===== src/hdl/ofw_pkg.sv =====
// ============================================================================
// Overlapping frame windower package
// Shared constants, codes, control structs and arithmetic helpers.
// ============================================================================
package ofw_pkg;

    // Build-time limits.
    localparam int MAX_FRAME   = 64;
    localparam int SAMPLE_BITS = 16;

    // Index width into the sample ring and the window table.
    localparam int PTR_W = $clog2(MAX_FRAME);

    // Field widths.
    localparam int OP_W      = 2;
    localparam int SMP_W     = 16;
    localparam int CIDX_W    = 6;
    localparam int COEF_W    = 16;
    localparam int POS_W     = 6;
    localparam int FNUM_W    = 16;
    localparam int LEN_W     = 7;
    localparam int HOP_W     = 12;
    localparam int CFG_W     = 12;
    localparam int CFG_IDX_W = 1;

    // Product of a signed sample and a zero-extended coefficient.
    localparam int PROD_W    = SMP_W + COEF_W + 1;
    localparam int COEF_FRAC = 15;

    // Width to which an incoming sample is reduced before sign extension.
    localparam int RED_BITS = (SAMPLE_BITS < SMP_W) ? SAMPLE_BITS : SMP_W;

    // Request operation codes.
    localparam logic [OP_W-1:0] OP_SAMPLE  = 2'd0;
    localparam logic [OP_W-1:0] OP_COEF    = 2'd1;
    localparam logic [OP_W-1:0] OP_RESTART = 2'd2;

    // Configuration register indexes.
    localparam logic [CFG_IDX_W-1:0] REG_FRAME_SIZE = 1'd0;
    localparam logic [CFG_IDX_W-1:0] REG_HOP_SIZE   = 1'd1;

    // Reset values of the configuration registers.
    localparam logic [LEN_W-1:0] FRAME_SIZE_RST = 7'd64;
    localparam logic [HOP_W-1:0] HOP_SIZE_RST   = 12'd16;

    localparam logic signed [PROD_W-1:0] SAT_MAX = PROD_W'(2 ** (SMP_W - 1) - 1);
    localparam logic signed [PROD_W-1:0] SAT_MIN = -PROD_W'(2 ** (SMP_W - 1));

    // Commands from the controller to the datapath.
    typedef struct packed {
        logic accept;   // a request is taken this cycle
        logic read;     // read ring and window at the current frame position
        logic mul;      // register the product of the read data
        logic put;      // load the output register and advance the position
    } ofw_cmd_t;

    // Status from the datapath to the controller.
    typedef struct packed {
        logic emit;     // the request on the input starts a frame
        logic last;     // the product in flight is the final one of its frame
        logic out_free; // the output register can take a value this cycle
    } ofw_status_t;

    // Reduce a sample to SAMPLE_BITS and sign-extend it back to full width.
    function automatic logic signed [SMP_W-1:0] reduce_sample(input logic [SMP_W-1:0] s);
        logic signed [RED_BITS-1:0] low;
        low = s[RED_BITS-1:0];
        return SMP_W'(low);
    endfunction

    // Floor division by 2^15 followed by saturation to the sample range.
    function automatic logic signed [SMP_W-1:0] saturate(input logic signed [PROD_W-1:0] p);
        logic signed [PROD_W-1:0] q;
        q = p >>> COEF_FRAC;
        if (q > SAT_MAX)
        begin
            return SAT_MAX[SMP_W-1:0];
        end
        else if (q < SAT_MIN)
        begin
            return SAT_MIN[SMP_W-1:0];
        end
        return q[SMP_W-1:0];
    endfunction

endpackage


===== src/hdl/ofw_ctrl.sv =====
// ============================================================================
// Overlapping frame windower controller
// Sequences request acceptance and the read, multiply and output steps.
// ============================================================================
module ofw_ctrl import ofw_pkg::*; (
    input  logic        clk,
    input  logic        rst_n,
    input  logic        in_valid,
    output logic        in_ready,
    input  ofw_status_t status,
    output ofw_cmd_t    cmd
);

    localparam logic [1:0] S_IDLE = 2'd0;
    localparam logic [1:0] S_READ = 2'd1;
    localparam logic [1:0] S_MUL  = 2'd2;
    localparam logic [1:0] S_PUT  = 2'd3;

    logic [1:0] state_reg;
    logic [1:0] state_next;

    always_comb
    begin
        state_next = state_reg;
        cmd        = '0;
        in_ready   = (state_reg == S_IDLE);
        case (state_reg)
            S_IDLE:
            begin
                cmd.accept = in_valid;
                if (in_valid && status.emit)
                begin
                    state_next = S_READ;
                end
            end
            S_READ:
            begin
                cmd.read   = 1'b1;
                state_next = S_MUL;
            end
            S_MUL:
            begin
                cmd.mul    = 1'b1;
                state_next = S_PUT;
            end
            S_PUT:
            begin
                if (status.out_free)
                begin
                    cmd.put    = 1'b1;
                    state_next = status.last ? S_IDLE : S_READ;
                end
            end
            default:
            begin
                state_next = S_IDLE;
            end
        endcase
    end

    always_ff @(posedge clk or negedge rst_n)
    begin
        if (!rst_n)
        begin
            state_reg <= S_IDLE;
        end
        else
        begin
            state_reg <= state_next;
        end
    end

endmodule


===== config.mk =====
export PLATFORM = sky130hd
export DESIGN_NAME = ofw_ctrl
export DESIGN_NICKNAME = d
export VERILOG_FILES = /design/src/hdl/ofw_pkg.sv /design/src/hdl/ofw_ctrl.sv
export SDC_FILE = /design/constraint.sdc
export NUM_CORES = 1
export LEC_CHECK = 0
export BUFFER_PORTS_ARGS = -buffer_cell sky130_fd_sc_hd__buf_2
export CORE_AREA = 5 5 42 44
export CTS_BUF_LIST = sky130_fd_sc_hd__clkbuf_4 sky130_fd_sc_hd__clkbuf_8
export DETAILED_ROUTE_END_ITERATION = 12
export DIE_AREA = 0 0 47 49
export HOLD_SLACK_MARGIN = 0.05
export PLACE_DENSITY_LB_ADDON = 0.08
export SYNTH_ARGS = -nofsm -noshare
export SYNTH_HDL_FRONTEND = slang
export SYNTH_SLANG_ARGS = --single-unit

===== constraint.sdc =====
create_clock -name clk -period 3.7 [get_ports clk]
set_input_delay 0.555 -clock clk [delete_from_list [all_inputs] [get_ports clk]]
set_output_delay 0.555 -clock clk [all_outputs]
set_load 0.005 [all_outputs]

# Word-level counts from Yosys, hierarchy flattened
# Cells that the tools add are included.
[totals]
register_bits = 2
[classes]
n_eq_ne = 5
mux = 9
n_reduce_logical = 3
[ops]
columns = ["op", "count"]
rows = [
  ["2-bit one-hot mux with 4 select lines", 1],
  ["1-bit 2-to-1 mux", 6],
  ["2-bit == test (second input constant)", 2],
  ["2-bit 2-to-1 mux", 2],
  ["2-bit by 1-bit == test with 1-bit output (second input constant)", 1],
  ["2-bit logical NOT", 1],
  ["2-bit by 1-bit inequality test with 1-bit output (second input constant)", 1],
  ["2-bit inequality test (second input constant)", 1],
  ["2-bit AND reduction", 1],
  ["1-bit logical AND", 1],
]

# Longest topological paths before layout
[depth]
depth_word = 3
mapped_depth = 5
depth_no_buf = 5

# Least setup slack after synthesis
# OpenSTA, ideal clock, no wires.
[synth_path]
kind = "register to output"
from = "register state_reg[0]"
to = "output port cmd[3] (netlist name)"
arrival_time_ns = 0.873
required_time_ns = 3.145
path_slack_ns = 2.272
path_stages_with_launch = 4
cell_sequence = "dfrtp_1 -> inv_1 -> ha_1 -> and2_1"
[synth_rtl]
columns = ["item", "line", "source"]
rows = [
  ["start, declared", "ofw_ctrl.sv:19", "logic [1:0] state_reg;"],
  ["start signal, assigned", "ofw_ctrl.sv:69", "state_reg <= state_next;"],
  ["end, declared", "ofw_ctrl.sv:11", "output ofw_cmd_t cmd"],
]

==> out/qor.yml <==
status: "finished, final reports clean"
cp_slowest_cell: "dfrtp_1"
cap_violations: 0
grt_util_all_layers_pct: 4.43
drive_gt1_share_pct: 50.0
cp_data_arrival_time_ns: 1.24
via_per_inst: 3.54
r2r_end: "state_reg[1]$_DFFE_PN0P_"
met3_usage_pct: 2.58
fill_cells: 170
io_buffers: 10
cp.required_ns: 3.14
overflow: 0
cts_buffer_depth: 2
tightest_slew_ns: 0.175
largest_register_ffs: 2
rr_worst_depth: 4
yosysWarnings: 0
post_drt_wl_per_cell_um: 8.79
crit_buf_inv: 2
worst_slew_margin_rel_pct: 88.3
min_path_type: "in -> async"
slew_violations: 0
drtIter0Drc: 0
rrSetupSlack_ns: 2.32
numClockSinks: 2
power_density_nw_per_um2: 795
insertion_delay_ns: 0.22
antenna_found_initial: 0
grt_max_degree: 6
dieArea_um2: 2300
reg2reg_from: "state_reg[0]$_DFFE_PN0P_"
cp_slowest_stage_delay_ns: 0.39
netlist_area_um2: 186
htreeDepth: 1
post-route-util_pct: 19.9
crit_family: "flip-flops"
busiest_layer: "met2"
netlist_instances: 19
synth_seq_cells: 2
rsz0062_at_grt: "false"
start_util_pct: 13.3
synthToLayoutAreaGrowth_pct: 49.7
fmax_mhz: 556
cts_resized: 0
cts_setup_buffers: 0
antenna-diode-count: 0
cts_made_buffers: 3
peakVddDrop_mv: 0.271
seq_area_frac_synth_pct: 26.8
first_global_vias: 179
io_pins: 11
period_needed_ns: 1.80
cts_tree: "done"
hold_slack_ns: 0.110
synth.distinct_cells: 11
tns_ns: 0
p_leak_nw: 0.154
fin_skew_ns: 0.00177
cp.depth: 4
syn-num-nets: 29
root_buffer: "clkbuf_4"
end_kind: "output pin"
syn_area_per_cell_um2: 9.81
drcViolationCount: 0
die_h_um: 49
cp_cell_sequence: "inv_1 > ha_1 > and2_1 > buf_2"
grt_pass1_wl_um: 669
fp.dieW_um: 47
dp.final_hpwl_um: 349
num_rows: 14
totalWireLength_um: 422
finalCritPeriodShare_pct: 48.6
start_kind: "register"
gp_congestion: 0.684
grtUsageMet1_pct: 3.29
crit_start: "state_reg[0]$_DFFE_PN0P_"
setup_viol: 0
worstSetupPathType: "reg -> out"
cts_hold_buf: 0
hold_viol: 0
coreArea_um2: 1400
finalNetCount: 44
crit_path_max_fanout: 5
vias: 170
dr.pass1.iters: 1
ant_nets: 0
grt_util_met2_pct: 6.56
clk_pin_slew_ns: 0.03
==> placed cells by master (no fill, tap or decap), drive strengths merged <==
master   Yosys  layout
buf          0      10
ha           4       4
clkbuf       0       3
inv          2       2
and2         2       2
nand2        2       2
nor2         2       2
dfrtp        2       2
a21oi        2       2
nor2b        1       1
mux2         1       1
o2bb2ai      1       1
==> metal layers <==
layer	part of all wire, %	vias up
li1	-	88
met1	35	77
met2	54	5
met3	10	0
met4	0	0
met5	0	-
==> cells in the mapped netlist <==
master / number / share of area (%)
a21oi_1: 1 / 2.7
a21oi_2: 1 / 4.7
and2_1: 2 / 6.7
dfrtp_1: 2 / 27
ha_1: 4 / 27
inv_1: 2 / 4.0
mux2_4: 1 / 8.1
nand2_1: 2 / 4.0
nor2_1: 2 / 4.0
nor2b_4: 1 / 7.4
o2bb2ai_1: 1 / 4.7
==> power breakdown <==
group	internal (mW)	total [mW]	switching [mW]
Combinational	0.0690	0.124	0.0554
Sequential	0.0344	0.0492	0.0149
Clock	0.0358	0.0481	0.0123
==> cell type report <==
class                           instances  area (um^2)  share of cell area [%]
Sequential cell                         2         50.0                    17.9
Inverter                                2         7.51                    2.69
Multi-Input combinational cell         15          129                    46.2
Clock buffer                            3         22.5                    8.07
Tap cell                               16         20.0                    7.17
Timing Repair Buffer                   10         50.0                    17.9
==> per-stage QoR <==
step	instances	total power, mW	cell area [um^2]	setup slack (ns)
global route	48	0.248	279	1.80
CTS	48	0.231	279	1.88
floorplan	19	0.136	186	2.27
detailed placement	45	0.179	256	2.12
global placement	45	0.182	256	2.11
finish	48	0.222	279	1.90
==> cells by family (layout without fill, tap and decap cells) <==
family / count (synthesis) / in the layout / share of synthesized area (%)
mux: 1 / 1 / 8.05
simple gates: 7 / 7 / 22.1
fa+ha+maj: 4 / 4 / 26.8
compound gates: 3 / 3 / 12.1
buf+inv: 2 / 15 / 4.03
flops: 2 / 2 / 26.8
==> worst max path at each step <==
stage	end	slack (ns)
final	cmd[3]	1.90
after global routing	cmd[3]	1.80
after CTS	cmd[3]	1.88
after detailed placement	cmd[3]	2.12
after global placement	cmd[3]	2.11
after floorplan	cmd[3]	2.27
Power figures use the tool's default switching activity.
