--- config.mk ---
export PLATFORM = sky130hd
export DESIGN_NAME = ofw_datapath
export DESIGN_NICKNAME = d
export VERILOG_FILES = /design/src/hdl/ofw_pkg.sv /design/src/hdl/ofw_ram.sv /design/src/hdl/ofw_datapath.sv
export SDC_FILE = /design/constraint.sdc
export NUM_CORES = 2
export LEC_CHECK = 0
export ABC_AREA = 0
export BUFFER_PORTS_ARGS = -buffer_cell sky130_fd_sc_hd__clkbuf_2
export CAP_MARGIN = 40
export CORE_MARGIN = 2
export CORE_UTILIZATION = 45
export CTS_CLUSTER_SIZE = 24
export DETAILED_ROUTE_END_ITERATION = 10
export SLEW_MARGIN = 10
export SYNTH_ARGS = -nofsm -noshare
export SYNTH_HDL_FRONTEND = slang
export SYNTH_SLANG_ARGS = --single-unit
export TNS_END_PERCENT = 100
--- constraint.sdc ---
create_clock -name clk -period 6.6 [get_ports clk]
set_input_delay 0.66 -clock clk [delete_from_list [all_inputs] [get_ports clk]]
set_output_delay 0.66 -clock clk [all_outputs]
set_load 0.1 [all_outputs]
--- src/hdl/ofw_pkg.sv ---
// ============================================================================
// Overlapping frame windower package
// Shared constants, codes, control structs and arithmetic helpers.
// ============================================================================
package ofw_pkg;

    // Build-time limits.
    localparam int MAX_FRAME   = 64;
    localparam int SAMPLE_BITS = 16;

    // Index width into the sample ring and the window table.
    localparam int PTR_W = $clog2(MAX_FRAME);

    // Field widths.
    localparam int OP_W      = 2;
    localparam int SMP_W     = 16;
    localparam int CIDX_W    = 6;
    localparam int COEF_W    = 16;
    localparam int POS_W     = 6;
    localparam int FNUM_W    = 16;
    localparam int LEN_W     = 7;
    localparam int HOP_W     = 12;
    localparam int CFG_W     = 12;
    localparam int CFG_IDX_W = 1;

    // Product of a signed sample and a zero-extended coefficient.
    localparam int PROD_W    = SMP_W + COEF_W + 1;
    localparam int COEF_FRAC = 15;

    // Width to which an incoming sample is reduced before sign extension.
    localparam int RED_BITS = (SAMPLE_BITS < SMP_W) ? SAMPLE_BITS : SMP_W;

    // Request operation codes.
    localparam logic [OP_W-1:0] OP_SAMPLE  = 2'd0;
    localparam logic [OP_W-1:0] OP_COEF    = 2'd1;
    localparam logic [OP_W-1:0] OP_RESTART = 2'd2;

    // Configuration register indexes.
    localparam logic [CFG_IDX_W-1:0] REG_FRAME_SIZE = 1'd0;
    localparam logic [CFG_IDX_W-1:0] REG_HOP_SIZE   = 1'd1;

    // Reset values of the configuration registers.
    localparam logic [LEN_W-1:0] FRAME_SIZE_RST = 7'd64;
    localparam logic [HOP_W-1:0] HOP_SIZE_RST   = 12'd16;

    localparam logic signed [PROD_W-1:0] SAT_MAX = PROD_W'(2 ** (SMP_W - 1) - 1);
    localparam logic signed [PROD_W-1:0] SAT_MIN = -PROD_W'(2 ** (SMP_W - 1));

    // Commands from the controller to the datapath.
    typedef struct packed {
        logic accept;   // a request is taken this cycle
        logic read;     // read ring and window at the current frame position
        logic mul;      // register the product of the read data
        logic put;      // load the output register and advance the position
    } ofw_cmd_t;

    // Status from the datapath to the controller.
    typedef struct packed {
        logic emit;     // the request on the input starts a frame
        logic last;     // the product in flight is the final one of its frame
        logic out_free; // the output register can take a value this cycle
    } ofw_status_t;

    // Reduce a sample to SAMPLE_BITS and sign-extend it back to full width.
    function automatic logic signed [SMP_W-1:0] reduce_sample(input logic [SMP_W-1:0] s);
        logic signed [RED_BITS-1:0] low;
        low = s[RED_BITS-1:0];
        return SMP_W'(low);
    endfunction

    // Floor division by 2^15 followed by saturation to the sample range.
    function automatic logic signed [SMP_W-1:0] saturate(input logic signed [PROD_W-1:0] p);
        logic signed [PROD_W-1:0] q;
        q = p >>> COEF_FRAC;
        if (q > SAT_MAX)
        begin
            return SAT_MAX[SMP_W-1:0];
        end
        else if (q < SAT_MIN)
        begin
            return SAT_MIN[SMP_W-1:0];
        end
        return q[SMP_W-1:0];
    endfunction

endpackage

--- src/hdl/ofw_ram.sv ---
// ============================================================================
// Generic RAM
// One write port and one read port with registered read data.
// ============================================================================
module ofw_ram #(
    parameter int WIDTH = 16,
    parameter int DEPTH = 64
) (
    input  logic                     clk,
    input  logic                     wr_en,
    input  logic [$clog2(DEPTH)-1:0] wr_addr,
    input  logic [WIDTH-1:0]         wr_data,
    input  logic                     rd_en,
    input  logic [$clog2(DEPTH)-1:0] rd_addr,
    output logic [WIDTH-1:0]         rd_data
);

    logic [WIDTH-1:0] mem [DEPTH];

    always_ff @(posedge clk)
    begin
        if (wr_en)
        begin
            mem[wr_addr] <= wr_data;
        end
        if (rd_en)
        begin
            rd_data <= mem[rd_addr];
        end
    end

endmodule

--- src/hdl/ofw_datapath.sv ---
// ============================================================================
// Overlapping frame windower datapath
// Sample ring, window table, framing counters, multiplier and output stage.
// ============================================================================
module ofw_datapath import ofw_pkg::*; (
    input  logic                    clk,
    input  logic                    rst_n,
    input  ofw_cmd_t                cmd,
    output ofw_status_t             status,
    input  logic [OP_W-1:0]         op,
    input  logic signed [SMP_W-1:0] sample,
    input  logic [CIDX_W-1:0]       coef_index,
    input  logic [COEF_W-1:0]       coef_value,
    input  logic                    cfg_write,
    input  logic [CFG_IDX_W-1:0]    cfg_index,
    input  logic [CFG_W-1:0]        cfg_data,
    input  logic                    out_ready,
    output logic                    out_valid,
    output logic signed [SMP_W-1:0] windowed_value,
    output logic [POS_W-1:0]        position,
    output logic [FNUM_W-1:0]       frame_number,
    output logic                    last_of_frame
);

    // Configuration and stream state.
    logic [LEN_W-1:0]  frame_size_reg;
    logic [HOP_W-1:0]  hop_size_reg;
    logic [PTR_W-1:0]  wr_ptr_reg;
    logic [LEN_W-1:0]  fill_reg;
    logic [HOP_W-1:0]  hop_cd_reg;
    logic [FNUM_W-1:0] frames_reg;

    // Frame walk.
    logic [PTR_W-1:0]  rd_ptr_reg;
    logic [PTR_W-1:0]  pos_reg;
    logic [LEN_W-1:0]  len_reg;
    logic [FNUM_W-1:0] fnum_reg;

    // Multiply stage.
    logic signed [PROD_W-1:0] prod_reg;
    logic [PTR_W-1:0]         mpos_reg;
    logic                     mlast_reg;

    // Output stage.
    logic                    out_valid_reg;
    logic signed [SMP_W-1:0] out_value_reg;
    logic [POS_W-1:0]        out_pos_reg;
    logic [FNUM_W-1:0]       out_fnum_reg;
    logic                    out_last_reg;

    logic [LEN_W-1:0]  eff_len;
    logic [HOP_W-1:0]  eff_hop;
    logic [LEN_W-1:0]  fill_inc;
    logic [HOP_W-1:0]  cd_dec;
    logic              emit_now;
    logic [PTR_W-1:0]  wr_ptr_inc;
    logic [PTR_W-1:0]  rd_ptr_inc;
    logic [PTR_W:0]    base_sum;
    logic [PTR_W-1:0]  base;
    logic              is_sample;
    logic              coef_ok;

    logic [SMP_W-1:0]         ring_q;
    logic [COEF_W-1:0]        win_q;
    logic signed [SMP_W-1:0]  ring_s;
    logic signed [COEF_W:0]   coef_s;

    assign is_sample = (op == OP_SAMPLE);
    assign coef_ok   = ({1'b0, coef_index} < (CIDX_W + 1)'(MAX_FRAME));

    // Frame length clamped to 1..MAX_FRAME, hop of zero taken as one.
    always_comb
    begin
        if (frame_size_reg == '0)
        begin
            eff_len = LEN_W'(1);
        end
        else if (frame_size_reg > LEN_W'(MAX_FRAME))
        begin
            eff_len = LEN_W'(MAX_FRAME);
        end
        else
        begin
            eff_len = frame_size_reg;
        end
    end

    assign eff_hop  = (hop_size_reg == '0) ? HOP_W'(1) : hop_size_reg;
    assign fill_inc = (fill_reg < LEN_W'(MAX_FRAME)) ? fill_reg + LEN_W'(1) : fill_reg;
    assign cd_dec   = hop_cd_reg - HOP_W'(1);

    // A frame is due when the hop runs out (or none has been sent yet) and
    // enough samples have arrived since the stream was restarted.
    assign emit_now = ((hop_cd_reg == '0) || (cd_dec == '0)) && (fill_inc >= eff_len);

    assign wr_ptr_inc = (wr_ptr_reg == PTR_W'(MAX_FRAME - 1)) ? '0 : wr_ptr_reg + PTR_W'(1);
    assign rd_ptr_inc = (rd_ptr_reg == PTR_W'(MAX_FRAME - 1)) ? '0 : rd_ptr_reg + PTR_W'(1);

    // Oldest sample of the frame, counted back from the slot after this sample.
    assign base_sum = (PTR_W + 1)'(wr_ptr_inc) + (PTR_W + 1)'(MAX_FRAME)
                    - (PTR_W + 1)'(eff_len);
    assign base     = (base_sum >= (PTR_W + 1)'(MAX_FRAME))
                    ? PTR_W'(base_sum - (PTR_W + 1)'(MAX_FRAME))
                    : PTR_W'(base_sum);

    assign status.emit     = is_sample && emit_now;
    assign status.last     = mlast_reg;
    assign status.out_free = !out_valid_reg || out_ready;

    ofw_ram #(
        .WIDTH (SMP_W),
        .DEPTH (MAX_FRAME)
    ) u_ring (
        .clk     (clk),
        .wr_en   (cmd.accept && is_sample),
        .wr_addr (wr_ptr_reg),
        .wr_data (reduce_sample(sample)),
        .rd_en   (cmd.read),
        .rd_addr (rd_ptr_reg),
        .rd_data (ring_q)
    );

    ofw_ram #(
        .WIDTH (COEF_W),
        .DEPTH (MAX_FRAME)
    ) u_window (
        .clk     (clk),
        .wr_en   (cmd.accept && (op == OP_COEF) && coef_ok),
        .wr_addr (coef_index[PTR_W-1:0]),
        .wr_data (coef_value),
        .rd_en   (cmd.read),
        .rd_addr (pos_reg),
        .rd_data (win_q)
    );

    assign ring_s = ring_q;
    assign coef_s = {1'b0, win_q};

    // Configuration and stream counters.
    always_ff @(posedge clk or negedge rst_n)
    begin
        if (!rst_n)
        begin
            frame_size_reg <= FRAME_SIZE_RST;
            hop_size_reg   <= HOP_SIZE_RST;
            wr_ptr_reg     <= '0;
            fill_reg       <= '0;
            hop_cd_reg     <= '0;
            frames_reg     <= '0;
        end
        else
        begin
            if (cfg_write)
            begin
                case (cfg_index)
                    REG_FRAME_SIZE: frame_size_reg <= cfg_data[LEN_W-1:0];
                    REG_HOP_SIZE:   hop_size_reg   <= cfg_data[HOP_W-1:0];
                    default:        ;
                endcase
            end
            if (cmd.accept)
            begin
                case (op)
                    OP_SAMPLE:
                    begin
                        wr_ptr_reg <= wr_ptr_inc;
                        fill_reg   <= fill_inc;
                        if (emit_now)
                        begin
                            hop_cd_reg <= eff_hop;
                            frames_reg <= frames_reg + FNUM_W'(1);
                        end
                        else if (hop_cd_reg != '0)
                        begin
                            hop_cd_reg <= cd_dec;
                        end
                    end
                    OP_RESTART:
                    begin
                        wr_ptr_reg <= '0;
                        fill_reg   <= '0;
                        hop_cd_reg <= '0;
                        frames_reg <= '0;
                    end
                    default: ;
                endcase
            end
        end
    end

    // Frame walk and multiply stage.
    always_ff @(posedge clk)
    begin
        if (cmd.accept && status.emit)
        begin
            rd_ptr_reg <= base;
            pos_reg    <= '0;
            len_reg    <= eff_len;
            fnum_reg   <= frames_reg;
        end
        else if (cmd.put)
        begin
            rd_ptr_reg <= rd_ptr_inc;
            pos_reg    <= pos_reg + PTR_W'(1);
        end
        if (cmd.mul)
        begin
            prod_reg  <= ring_s * coef_s;
            mpos_reg  <= pos_reg;
            mlast_reg <= (LEN_W'(pos_reg) == len_reg - LEN_W'(1));
        end
    end

    // Output register.
    always_ff @(posedge clk or negedge rst_n)
    begin
        if (!rst_n)
        begin
            out_valid_reg <= 1'b0;
        end
        else if (cmd.put)
        begin
            out_valid_reg <= 1'b1;
        end
        else if (out_ready)
        begin
            out_valid_reg <= 1'b0;
        end
    end

    always_ff @(posedge clk)
    begin
        if (cmd.put)
        begin
            out_value_reg <= saturate(prod_reg);
            out_pos_reg   <= POS_W'(mpos_reg);
            out_fnum_reg  <= fnum_reg;
            out_last_reg  <= mlast_reg;
        end
    end

    assign out_valid      = out_valid_reg;
    assign windowed_value = out_value_reg;
    assign position       = out_pos_reg;
    assign frame_number   = out_fnum_reg;
    assign last_of_frame  = out_last_reg;

endmodule

== Yosys cells after proc, flatten, opt, wreduce, memory -nomap -nowiden ==
Memories as Yosys holds them, arrays and structs flattened. A register that Yosys moved wholly into a read port is not among the register bits.
Index checks and enable logic that the tools add are counted.
Operators by class
  $add $sub $neg: 10
  multipliers: 1
  div/mod/pow operators: 0
  order comparisons: 6
  equal/unequal tests: 7
  shift operators: 0
  multiplexer cells: 28
  bitwise gates (word level): 1
  reductions and logical operators: 22
Operators by type and width (number)
  2-to-1 mux 16 bit: 4
  logical NOT 12 bit: 3
  2-to-1 mux 12 bit: 3
  multiplier 16 x 17 -> 33 bit: 1
  case mux 16 bit (2 select lines): 1
  2-to-1 mux 6 bit: 5
  case mux 12 bit (2 select lines): 1
  2-to-1 mux 7 bit: 3
  adder 6 x 1 -> 6 bit (second input constant): 3
  greater-than comparator 18 x 16 -> 1 bit (second input constant): 1
  less-than comparator 18 x 16 -> 1 bit (second input constant): 1
  adder 16 x 1 -> 16 bit (second input constant): 1
  case mux 7 bit (2 select lines): 1
  equality test 6 bit (second input constant): 2
  case mux 6 bit (2 select lines): 1
  nonzero test 12 bit: 1
  subtractor 12 x 1 -> 12 bit (second input constant): 1
  2-to-1 mux 1 bit: 9
  adder 6 x 7 -> 7 bit (second input constant): 1
  adder 7 x 1 -> 7 bit (second input constant): 1
  equality test 6 x 7 -> 1 bit: 1
  greater-or-equal comparator 7 bit: 1
  greater-or-equal comparator 7 bit (second input constant): 1
  greater-than comparator 7 bit (second input constant): 1
  other kinds (17): 27
Storage, ports and cells
  register bits after elaboration: 175
  bits in latches: 0
  bits in writable memories: 2048
  memory bits (read-only): 0
  input bits: 61
  output and inout bits: 43
  word-level logic and storage cells: 95
  memories kept: 2
Memories
  u_ring.mem: depth 64, bits a word 16, read ports 1, clocked after Yosys merged registers in 1, wr ports 1, line ofw_ram.sv:18  | logic [WIDTH-1:0] mem [DEPTH];
  u_window.mem: depth 64, bits a word 16, read ports 1, clocked after Yosys merged registers in 1, wr ports 1, line ofw_ram.sv:18

== Depth between registers and ports, before layout ==
  word-level depth: 8
  gate-level depth with buffers: 22
  depth with buffers taken out: 21

== Modules after synthesis ==
Synthesis repeated with hierarchy kept, for this count alone.
Unflattened totals
  cells, all modules: 5253
  area, all modules: 96104.7 um2
By module, submodules not included
  ofw_ram: instances 2, cells an instance 1829, area an instance 40202.3 um2, seq. area each 31230.0 um2
  ofw_datapath: instances 1, cells an instance 1595, area an instance 15700.1 um2, seq. area each 4441.8 um2

== Worst setup path before layout ==
No wires, ideal clock.
  kind: register to register
  from: reg u_window.rd_data[14], read port of u_window.mem
  to: reg prod_reg[32] (data pin)
  library setup time: 174 ps
  arrival time: 5623 ps
  required time: 6426 ps
  path slack: 802 ps
  stages on the path, launching flop included: 21
  buffers on the path: 1
  clock period less this slack: 5798 ps
  cell sequence: edfxtp_1 clkbuf_1 and2_1 fa_1 inv_1 fa_1 inv_1 fa_1 fa_1 fa_1 inv_1 fa_1 inv_1 ha_1 nand2_1 or3_1 nor4_1 a21oi_1 a211o_1 and3_1 a311oi_1
On the way
  word-level cells in the longest chain between the ends: 1
RTL lines
  start, declared: line ofw_ram.sv:15  | output logic [WIDTH-1:0] rd_data
  multiplier 16 x 17 -> 33 bit: line ofw_datapath.sv:208  | prod_reg <= ring_s * coef_s;
  end signal, assigned: line ofw_datapath.sv:208
  end, declared: line ofw_datapath.sv:40  | logic signed [PROD_W-1:0] prod_reg;
No other way between the ends.
A chain may end at the register's enable or synchronous reset.

== Worst setup path after layout ==
  from: reg u_window.rd_data[11], read port of u_window.mem
  to: reg prod_reg[32] (data pin)
Same word-level chain as after synthesis.

==> metrics.txt <==
wire length of the first global-routing pass 322,000 um; Critical Path Source u_window.rd_data[11]$_DFFE_PP_; area delta synth->final 13.2%; Vert. Die Dim 462 um; level count of the clock H-tree 4; number of enable-type register cells in the synthesized netlist 2,173; Synth warnings 0; FF+latch count, synth 2,240; startpoint kind of the worst setup timing path flop; startpoint-to-endpoint class of the critical path reg2reg; setup_tns 0 ns; dominant cells by area after synthesis edfxtp_1 (69%), mux4_2 (16%), fa_1 (4.1%); wire length per cell after detailed routing 27.3 um; worst slack at placement 0.288 ns; initial antenna violation count 13; uppermost layer routed met5; Std-Cell Core Area 209,000 um^2; remaining max-slew budget at the tightest pin 36.1%; biggest area consumer among synthesized cells edfxtp_1; hold crit path type in2reg; final period demand of the worst path 6.23 ns; most common cell after layout, fill and taps aside edfxtp_1; Req. time, crit path 7.26 ns; Primary FF master, synth edfxtp_1; number of pins with negative max-slew slack in the final report 0; largest clock skew in the final design 0.0802 ns; share of layout cells above drive strength 1 26.6%; Achievable Freq 161 MHz; CTS root buffer clkbuf_16; final-layout fill cell count 16,600; total non-filler cell area in the finished layout 107,000 um^2; FFs w/ async S/R, synth 2.72%; number of distinct standard cells referenced by the synthesized netlist 66; HPWL Detailed 131,000 um; net count after synthesis 5,066; total number of vias 45,266; RR Startpoint u_window.rd_data[11]$_DFFE_PP_; final standard cell utilization of the core 51.2%; endpoint kind of the worst setup timing path flop; std cell rows 168; TritonCTS sink count 2,240; share of the synthesized area in the top cell type 69.0%; starting utilization of the core area 45.2%; Avg Inst Size Synth 20.2 um^2; number of buffers created by CTS 222; total routing resource utilization after global routing 20.5%; via-per-instance ratio 5.65; drt initial violations 4,138; max_cap viols 0; Total Routed Length 218,000 um; CTS tree done; routed wire length on met3 12,000 um; sequential area share after synthesis 70.7%; crit path max-delay cell type fa_1; Total Die Area 214,000 um^2; standard cell area after detailed placement 99,800 um^2; die width 462 um; hold path startpoint cfg_data[6]; count of input and output buffers 103; largest fanout on the critical path 9; buffers from clock root to sink, at most 3; number of global-route vias before repair 46,706; final weighted congestion in routability-driven placement 0.809; met1 routed wirelength after detailed routing 92,100 um; total I/O pin count 104; total area of sequential cells 66,900 um^2; chain of cells forming the critical path buf_4, nand2_1, fa_1, fa_1, inv_1, fa_1, fa_1, fa_1, inv_1, fa_1, inv_1, ha_1, nand2_1, or3_1, nor4_2, a21oi_2, a211o_1, and3_1, a311oi_1; setup repair after global routing missed its margin false; Clock Pin Slew Worst Setup and Hold Paths 0.06 ns; run status finished, final reports clean; pin count of the biggest net entering global routing 127; clock insertion delay at the later pin of the skew report 0.90 ns; cell count after synthesis 4,671; Met2 Wirelength 108,000 um; data arrival time of the critical path 6.89 ns; Worst Max-Slew Pin Slew 0.958 ns; peak per-stage delay on the critical path 0.58 ns; Top cell by count, worst path fa_1; Final Cycle Share 94.4%; antenna violation net count after detailed routing 0; DRC violations left 0; final setup vio count 0; count of nets after finishing 5,404; footprint of the multi-input gates 25,900 um^2; commonest non-fill, non-tap cells in the layout edfxtp_1 (2,173), mux4_2 (672), inv_1 (249); Final Hold Violating Endpoints 0; gr ovfl total 0; final worst setup slack 0.370 ns; first-pass iteration count of the detailed router 7; Synth Cell Area 94,600 um^2
==> per-stage QoR <==
step	hold slack (ns)	std cells
floorplan	0.364	4671
finish	0.0790	8008
global route	0.0250	8005
global placement	0.403	7552
CTS	0.00598	7994
detailed placement	0.406	7574
==> final timing paths <==
path / end / slack (ns) / cells past startpoint
max: prod_reg[32]$_DFFE_PP_ / 0.37 / 19
min: frame_size_reg[6]$_DFFE_PN1P_ / 0.08 / 3
max reg2reg: prod_reg[32]$_DFFE_PP_ / 0.37 / 19
min reg2reg: position[4]$_DFFE_PP_ / 0.42 / 0
max in group asynchronous: frame_size_reg[6]$_DFFE_PN1P_ / 5.81 / 4
min in group asynchronous: frames_reg[13]$_DFFE_PN0P_ / 0.21 / 3
==> critical path, delay by kind of cell (launching register included) <==
family	cells	cell delay [ns]
adders and majority gates	7	3.34
DFF	1	0.57
buffers and inverters	4	0.39
AOI/OAI and AO/OA	3	0.71
and+or+nand+nor	5	1.04
==> what timing repair did <==
action / CTS / global route
gates resized for setup: 0 / 2
hold buffers: 6 / 0
endpoints found under the hold margin: 67 / 0
setup endpoints to repair: 0 / 4
buffers inserted: 0 / 9
==> final cells by class <==
type	instances	share of cell area, %
clock inverters	123	1.06
inverters	250	0.876
well taps	2805	3.28
clock buffers	291	5.49
flip-flops and latches	2240	62.5
multi-input cells	1945	24.2
diodes	4	0.00935
repair buffers	350	2.62
==> cell families (layout without fill, tap and decap cells) <==
group | after synthesis | count (layout) | synth area share (%)
flops | 2240 | 2240 | 70.7
mux | 693 | 693 | 16.3
simple gates | 692 | 692 | 3.45
buf+inv | 486 | 1014 | 1.96
fa+ha+maj | 334 | 334 | 5.96
compound gates | 174 | 174 | 1.17
xor+xnor | 52 | 52 | 0.482
other cells | 0 | 4 | 0
==> synthesized netlist by cell type (5+ instances only) <==
master / count
edfxtp_1: 2173
mux4_2: 672
inv_1: 249
nor2_1: 236
fa_1: 194
nand2_1: 193
clkbuf_1: 175
ha_1: 140
and2_1: 117
a21oi_1: 60
dfrtp_1: 59
buf_1: 51
o21ai_0: 49
xnor2_1: 30
nand3_1: 24
xor2_1: 22
nor3_1: 21
mux2_2: 20
nand2b_1: 19
or3_1: 16
nand3b_1: 13
a21o_1: 9
nor2b_1: 9
nor4_1: 9
a22o_1: 8
o31ai_1: 8
buf_2: 7
and3_1: 6
dfxtp_1: 6
nand4_1: 5
==> metal layers <==
metal / track usage [%] / up-vias
met1: 28.7 / 24365
li1: - / 19258
met3: 3.16 / 310
met5: 0 / -
met4: 5.85 / 6
met2: 33.6 / 1327
Power is left out: the tool's default activity adds up to more than one toggle a clock period on the data nets, which glitch-free logic cannot reach.
